===== src/rtl/core/oed_pkg.sv =====
package oed_pkg;

    localparam int unsigned MaxOut = 5;

    localparam logic [7:0] CHAR_BSL = 8'h5C;

    // Upper bits shared by all octal digit characters and by '0' and '1'.
    localparam logic [4:0] OCT_PREFIX = 5'b00110;
    localparam logic [6:0] BIN_PREFIX = 7'b0011000;

    typedef enum logic [1:0] {
        PH_PLAIN,
        PH_BSL,
        PH_HIGH,
        PH_MID
    } t_phase;

    typedef struct packed {
        logic [MaxOut-1:0][7:0] bytes;
        logic [2:0]             cnt;
        logic                   fin;
        t_phase                 phase;
        logic                   hi;
        logic [2:0]             mid;
    } t_dec_res;

endpackage


===== src/rtl/core/oed_decode.sv =====
module oed_decode (
    input  logic [7:0]        i_byte,
    input  logic              i_fin,
    input  oed_pkg::t_phase   i_phase,
    input  logic              i_hi,
    input  logic [2:0]        i_mid,
    output oed_pkg::t_dec_res o_res
);
    import oed_pkg::*;

    logic is_bsl;
    logic is_oct;
    logic is_bin;

    assign is_bsl = (i_byte == CHAR_BSL);
    assign is_oct = (i_byte[7:3] == OCT_PREFIX);
    assign is_bin = (i_byte[7:1] == BIN_PREFIX);

    always_comb begin
        logic [MaxOut-1:0][7:0] list;
        logic [2:0]             cnt;
        t_phase                 ph;
        logic                   hi;
        logic [2:0]             mid;

        list = '0;
        cnt  = 3'd0;
        ph   = i_phase;
        hi   = i_hi;
        mid  = i_mid;

        case (i_phase)
            PH_PLAIN: begin
                if (is_bsl) begin
                    ph = PH_BSL;
                end else begin
                    list[cnt] = i_byte;
                    cnt = cnt + 3'd1;
                end
            end
            PH_BSL: begin
                if (is_bin) begin
                    hi = i_byte[0];
                    ph = PH_HIGH;
                end else begin
                    list[cnt] = CHAR_BSL;
                    cnt = cnt + 3'd1;
                    if (!is_bsl) begin
                        list[cnt] = i_byte;
                        cnt = cnt + 3'd1;
                    end
                    ph = PH_PLAIN;
                end
            end
            PH_HIGH: begin
                if (is_oct) begin
                    mid = i_byte[2:0];
                    ph  = PH_MID;
                end else begin
                    list[cnt] = CHAR_BSL;
                    cnt = cnt + 3'd1;
                    list[cnt] = {BIN_PREFIX, i_hi};
                    cnt = cnt + 3'd1;
                    if (is_bsl) begin
                        ph = PH_BSL;
                    end else begin
                        list[cnt] = i_byte;
                        cnt = cnt + 3'd1;
                        ph = PH_PLAIN;
                    end
                end
            end
            PH_MID: begin
                if (is_oct) begin
                    list[cnt] = {1'b0, i_hi, i_mid, i_byte[2:0]};
                    cnt = cnt + 3'd1;
                    ph  = PH_PLAIN;
                end else begin
                    list[cnt] = CHAR_BSL;
                    cnt = cnt + 3'd1;
                    list[cnt] = {BIN_PREFIX, i_hi};
                    cnt = cnt + 3'd1;
                    list[cnt] = {OCT_PREFIX, i_mid};
                    cnt = cnt + 3'd1;
                    if (is_bsl) begin
                        ph = PH_BSL;
                    end else begin
                        list[cnt] = i_byte;
                        cnt = cnt + 3'd1;
                        ph = PH_PLAIN;
                    end
                end
            end
            default: begin
                ph = PH_PLAIN;
            end
        endcase

        // The last byte of a string flushes whatever is still held.
        if (i_fin) begin
            if (ph != PH_PLAIN) begin
                list[cnt] = CHAR_BSL;
                cnt = cnt + 3'd1;
            end
            if (ph == PH_HIGH || ph == PH_MID) begin
                list[cnt] = {BIN_PREFIX, hi};
                cnt = cnt + 3'd1;
            end
            if (ph == PH_MID) begin
                list[cnt] = {OCT_PREFIX, mid};
                cnt = cnt + 3'd1;
            end
            ph = PH_PLAIN;
        end

        o_res.bytes = list;
        o_res.cnt   = cnt;
        o_res.fin   = i_fin;
        o_res.phase = ph;
        o_res.hi    = hi;
        o_res.mid   = mid;
    end

endmodule


===== src/rtl/core/oed_out_buf.sv =====
module oed_out_buf (
    input  logic              i_clk,
    input  logic              i_rst_n,
    input  logic              i_load,
    input  oed_pkg::t_dec_res i_res,
    output logic              o_free,
    output logic              o_m_tvalid,
    input  logic              i_m_tready,
    output logic [7:0]        o_m_tdata,  // out_byte
    output logic              o_m_tlast,
    output logic              o_m_tuser   // string_end
);
    import oed_pkg::*;

    logic [MaxOut-1:0][7:0] r_buf;
    logic [2:0]             r_idx;
    logic [2:0]             r_left;
    logic                   r_fin;
    logic                   out_hs;

    assign out_hs     = o_m_tvalid && i_m_tready;
    assign o_free     = (r_left == 3'd0) || ((r_left == 3'd1) && i_m_tready);
    assign o_m_tvalid = (r_left != 3'd0);
    assign o_m_tdata  = r_buf[r_idx];
    assign o_m_tlast  = (r_left == 3'd1);
    assign o_m_tuser  = (r_left == 3'd1) && r_fin;

    always_ff @(posedge i_clk) begin
        if (!i_rst_n) begin
            r_left <= 3'd0;
            r_idx  <= 3'd0;
        end else if (i_load) begin
            r_left <= i_res.cnt;
            r_idx  <= 3'd0;
        end else if (out_hs) begin
            r_left <= r_left - 3'd1;
            r_idx  <= r_idx + 3'd1;
        end
    end

    always_ff @(posedge i_clk) begin
        if (i_load) begin
            r_buf <= i_res.bytes;
            r_fin <= i_res.fin;
        end
    end

    a_left_range: assert property (@(posedge i_clk) disable iff (!i_rst_n)
        r_left <= 3'(MaxOut))
        else $error("result count out of range");

    a_load_free: assert property (@(posedge i_clk) disable iff (!i_rst_n)
        i_load |-> o_free && (i_res.cnt != 3'd0))
        else $error("buffer loaded while busy or with no words");

    a_drain: assert property (@(posedge i_clk) disable iff (!i_rst_n)
        (out_hs && !i_load) |=> (r_left == $past(r_left) - 3'd1))
        else $error("buffer did not advance on handshake");

endmodule


===== src/rtl/core/octal_escape_decoder_unit.sv =====
// Channel   Dir  tdata           tlast       tuser
// s (in)    in   in_byte [7:0]   is_final    -
// m (out)   out  out_byte [7:0]  run_last    string_end
//
// An input word is registered, decoded combinationally into up to four
// output words, and those words drain from a result buffer one per cycle
// while the output is ready. A word that yields zero or one output word
// sustains one word per cycle while the output is ready; a word that yields
// more holds the input side while the result buffer drains.
// Reset is synchronous and active low; it returns the decoder to plain text.
module octal_escape_decoder_unit (
    input  logic       i_clk,
    input  logic       i_rst_n,
    input  logic       i_s_tvalid,
    output logic       o_s_tready,
    input  logic [7:0] i_s_tdata,  // in_byte
    input  logic       i_s_tlast,
    output logic       o_m_tvalid,
    input  logic       i_m_tready,
    output logic [7:0] o_m_tdata,  // out_byte
    output logic       o_m_tlast,
    output logic       o_m_tuser   // string_end
);
    import oed_pkg::*;

    logic       r_in_valid;
    logic [7:0] r_in_byte;
    logic       r_in_fin;
    t_phase     r_phase;
    logic       r_hi;
    logic [2:0] r_mid;

    t_dec_res   dec;
    logic       buf_free;
    logic       consume;
    logic       load;

    oed_decode u_decode (
        .i_byte  (r_in_byte),
        .i_fin   (r_in_fin),
        .i_phase (r_phase),
        .i_hi    (r_hi),
        .i_mid   (r_mid),
        .o_res   (dec)
    );

    assign consume    = r_in_valid && ((dec.cnt == 3'd0) || buf_free);
    assign load       = consume && (dec.cnt != 3'd0);
    assign o_s_tready = !r_in_valid || consume;

    always_ff @(posedge i_clk) begin
        if (!i_rst_n) begin
            r_in_valid <= 1'b0;
        end else if (i_s_tvalid && o_s_tready) begin
            r_in_valid <= 1'b1;
        end else if (consume) begin
            r_in_valid <= 1'b0;
        end
    end

    always_ff @(posedge i_clk) begin
        if (i_s_tvalid && o_s_tready) begin
            r_in_byte <= i_s_tdata;
            r_in_fin  <= i_s_tlast;
        end
    end

    always_ff @(posedge i_clk) begin
        if (!i_rst_n) begin
            r_phase <= PH_PLAIN;
            r_hi    <= 1'b0;
            r_mid   <= 3'd0;
        end else if (consume) begin
            r_phase <= dec.phase;
            r_hi    <= dec.hi;
            r_mid   <= dec.mid;
        end
    end

    oed_out_buf u_out_buf (
        .i_clk      (i_clk),
        .i_rst_n    (i_rst_n),
        .i_load     (load),
        .i_res      (dec),
        .o_free     (buf_free),
        .o_m_tvalid (o_m_tvalid),
        .i_m_tready (i_m_tready),
        .o_m_tdata  (o_m_tdata),
        .o_m_tlast  (o_m_tlast),
        .o_m_tuser  (o_m_tuser)
    );

    a_final_plain: assert property (@(posedge i_clk) disable iff (!i_rst_n)
        (consume && r_in_fin) |=> (r_phase == PH_PLAIN))
        else $error("held sequence survived the end of a string");

    a_final_emits: assert property (@(posedge i_clk) disable iff (!i_rst_n)
        (consume && r_in_fin) |-> (dec.cnt != 3'd0))
        else $error("last byte of a string produced no word");

    a_count_limit: assert property (@(posedge i_clk) disable iff (!i_rst_n)
        r_in_valid |-> (dec.cnt <= 3'(MaxOut)))
        else $error("decoder produced too many words");

endmodule

===== config.mk =====
export PLATFORM = sky130hd
export DESIGN_NAME = octal_escape_decoder_unit
export DESIGN_NICKNAME = d
export VERILOG_FILES = /design/src/rtl/core/oed_pkg.sv /design/src/rtl/core/oed_decode.sv /design/src/rtl/core/oed_out_buf.sv /design/src/rtl/core/octal_escape_decoder_unit.sv
export SDC_FILE = /design/constraint.sdc
export NUM_CORES = 1
export LEC_CHECK = 0
export CELL_PAD_IN_SITES_DETAIL_PLACEMENT = 0
export CELL_PAD_IN_SITES_GLOBAL_PLACEMENT = 1
export CORE_ASPECT_RATIO = 0.75
export CORE_UTILIZATION = 35
export CTS_CLUSTER_SIZE = 10
export DETAILED_ROUTE_END_ITERATION = 8
export DONT_BUFFER_PORTS = 1
export PLACE_DENSITY = 0.68
export SLEW_MARGIN = 40
export SYNTH_ARGS = -nofsm -noshare
export SYNTH_HDL_FRONTEND = slang
export SYNTH_SLANG_ARGS = --single-unit

===== constraint.sdc =====
create_clock -name i_clk -period 8 [get_ports i_clk]
set_input_delay 0.4 -clock i_clk [delete_from_list [all_inputs] [get_ports i_clk]]
set_output_delay 0.4 -clock i_clk [all_outputs]
set_load 0.05 [all_outputs]

==> impl_metrics.env <==
export IMPL_outcome="completed"
export IMPL_setup_violations=0
export IMPL_fin_nets=367
export IMPL_grt_max_degree=40
export IMPL_synth_most_common_cell="nand2_1"
export IMPL_dp_hpwl_mm=6.36
export IMPL_drc_errors=0
export IMPL_gp_congestion=0.925
export IMPL_crit_fanout=10
export IMPL_grt_pass1_vias=2450
export IMPL_period_share=0.614
export IMPL_pin_count=25
export IMPL_path_cells="or3b_1 > o21ai_1 > a21o_1 > nand2_1 > ha_1 > a21oi_1 > a41oi_1 > ha_1 > inv_1 > a32oi_1 > o32ai_2 > a31oi_2 > nor2_1 > a21oi_1 > inv_1"
export IMPL_drive_above_1_share=0.122
export IMPL_rsz0062_at_grt="no"
export IMPL_setup_tns_ps=0
export IMPL_clock_skew_ps=5.14
export IMPL_fillers=975
export IMPL_syn_nets=370
export IMPL_core_region_area_mm2=0.00962
export IMPL_gr_total_overflow=0
export IMPL_wl_mm=8.75
export IMPL_total_power_w=0.00103
export IMPL_syn_to_final_growth_pct=13.5
export IMPL_required_ps=7600
export IMPL_viasPerCell=5.63
export IMPL_cp_num_buf_inv=2
export IMPL_clock_fmax_ghz=0.203
export IMPL_yosysSeqAreaShare=0.493
export IMPL_slew_viol_final=0
export IMPL_track_usage=0.189
export IMPL_synthCells=351
export IMPL_min_period_ps=4910
export IMPL_maxCapViolations=0
export IMPL_port_buffer_count=0
export IMPL_start_util=0.359
export IMPL_wire_per_inst_um=18.0
export IMPL_peakVddDrop_mv=0.136
export IMPL_cp_top_family="compound AO/OA/AOI/OAI gates"
export IMPL_post_cts_resized=0
export IMPL_synth_commonest_cells="49 x nand2_1, 48 x edfxtp_1, 37 x nor2_1"
export IMPL_crit_path_max_incr_delay_ps=550
export IMPL_hold_violations=0
export IMPL_cp_slowest_cell="o21ai_1"
export IMPL_avgSynthCellArea_um2=9.84
export IMPL_startpoint="r_in_byte[6]$_DFFE_PP_"
export IMPL_synth_top_flop_cell="edfxtp_1"
export IMPL_synth_edff_count=48
export IMPL_rows=31
export IMPL_die_h_um=88.0
export IMPL_tightest_slew_ps=823
export IMPL_grt_pass1_wl_mm=13.9
export IMPL_n_antenna_cell=0
export IMPL_ys_types=61
export IMPL_path_class="flip-flop to output pin"
export IMPL_antenna_found_initial=0
export IMPL_powerDensity_mw_per_mm2=263
export IMPL_fp_dieW_um=117
export IMPL_cts_root_buffer="clkbuf_16"
export IMPL_dr_first_iter_drc_count=502
export IMPL_fp_dieArea_mm2=0.0103
export IMPL_cts_sinks=61
export IMPL_drt_pass1_iterations=5
export IMPL_cts_tree="yes"
export IMPL_insertion_delay_ps=340
export IMPL_clk_pin_slew_worst_paths_ps=50
export IMPL_holdCritStartpoint="i_s_tdata[4]"
export IMPL_cts_buffers=9
export IMPL_synthesis_area_mm2=0.00345
export IMPL_synthTopCellsByArea="edfxtp_1 42%, dfxtp_1 7.5%, nand2_1 5.3%"
export IMPL_worstSetupEndpointType="output pin"
export IMPL_async_reset_ff_frac=0
export IMPL_seqCellArea_mm2=0.00171
export IMPL_power_leakage_nw=1.34
export IMPL_multi_input_comb_area_mm2=0.00167
export IMPL_start_kind="flip-flop"
export IMPL_fin_util=0.408
export IMPL_htree_num_levels=3
export IMPL_vias=2729
export IMPL_relSlewSlack=0.451
export IMPL_hold_buffers=0
export IMPL_whs_ps=161
export IMPL_yosysTopAreaCell="edfxtp_1"
export IMPL_drtAntennaViolNets=0
export IMPL_rr_startpoint="r_in_byte[6]$_DFFE_PP_"
export IMPL_yosysTopAreaCellShare=0.417
export IMPL_hold_class="primary input to flip-flop"
export IMPL_synth_seq_cells=61
export IMPL_ys_warnings_count=0
export IMPL_arrival_ps=4510
export IMPL_clock_path_buffers=2
export IMPL_post_cts_buffers=0
==> metal layers <==
metal | vias up | part of all wire | track usage
li1 | 1288 | - | -
met1 | 1280 | 0.51 | 0.288
met2 | 145 | 0.37 | 0.244
met3 | 16 | 0.097 | 0.0609
met4 | 0 | 0.018 | 0.0656
met5 | - | 0 | 0
==> worst register-to-register path, cell delays in order (launching register included) <==
cell,delay (ps)
edfxtp_1,480
or3b_1,450
o21ai_1,550
a21o_1,210
nand2_1,70
ha_1,410
a21oi_1,170
a41oi_1,70
ha_1,420
inv_1,60
a32oi_1,190
o32ai_2,130
a31oi_2,340
o31ai_1,190
inv_1,100
buf_4,410
==> sequential cells by signal (all words and copies together) (netlist names) <==
register          cells
u_out_buf.r_buf      38
r_in_byte             8
r_mid                 3
u_out_buf.r_idx       3
u_out_buf.r_left      3
r_phase               2
r_hi                  1
r_in_fin              1
r_in_valid            1
u_out_buf.r_fin       1
==> path summary, 6_finish.rpt <==
| check | to | slack (ps) | depth (start not counted) |
|---|---|---|---|
| min reg2reg | r_mid[0]$_SDFFE_PN0N_ | 490 | 2 |
| max reg2reg | u_out_buf.r_buf[25]$_DFFE_PP_ | 3390 | 15 |
| min | r_in_byte[4]$_DFFE_PP_ | 160 | 0 |
| max | o_s_tready | 3090 | 15 |
==> where the power goes <==
group	leakage [nW]	total (W)	internal [W]	switching, W
Combinational	0.623	0.000207	0.0000560	0.000151
Clock	0.151	0.000408	0.000270	0.000137
Sequential	0.566	0.000418	0.000388	0.0000295
Total	1.34	0.00103	0.000715	0.000317
==> cells by family after synthesis <==
group                    count (synthesis)  synth area share
other                                    1           0.00109
XOR/XNOR                                 4            0.0101
buffers and inverters                   31            0.0369
adder cells (fa/ha/maj)                  6            0.0217
AND/OR/NAND/NOR                        148             0.210
flip-flops                              61             0.493
AO/OA/AOI/OAI                           83             0.167
multiplexers                            17            0.0601
==> cell usage in the layout (no fill, tap or decap), types with 2 or more instances in the layout <==
master and instances:
a211oi_1 2, a21boi_0 3, a21o_1 3, a21oi_1 27, a22oi_1 3, and2_1 7, and3_1 2, bufinv_16 2
clkbuf_16 9, clkinv_1 2, dfxtp_1 10, dfxtp_2 3, edfxtp_1 48, ha_1 6, inv_1 16, mux2i_1 14
mux4_2 3, nand2_1 49, nand2b_1 6, nand3_1 18, nand4_1 3, nand4bb_1 2, nor2_1 37, nor2b_1 4
nor2b_2 3, nor3_1 4, nor4_1 3, o211ai_1 2, o21ai_0 11, o21ai_2 2, o221ai_1 4, o22ai_1 4
o22ai_2 5, o31ai_1 2, xnor2_1 2, xor2_1 2
==> per-stage QoR <==
stage / instances / worst slack, ps / cell area (µm²)
6_report: 485 / 3090 / 3920
5_1_grt: 485 / 2740 / 3920
4_1_cts: 485 / 3080 / 3920
3_5_place_dp: 469 / 3430 / 3600
3_3_place_gp: 469 / 3540 / 3560
2_1_floorplan: 351 / 3570 / 3450
==> area by class of cell <==
type,count,share of cell area
Inverter,16,0.0153
Timing Repair Buffer,1,0.00191
Tap cell,132,0.0421
Clock buffer,9,0.0574
Sequential cell,61,0.435
Multi-Input combinational cell,259,0.426
Clock inverter,7,0.0227
No activity file was read; power rests on OpenSTA's default activity.
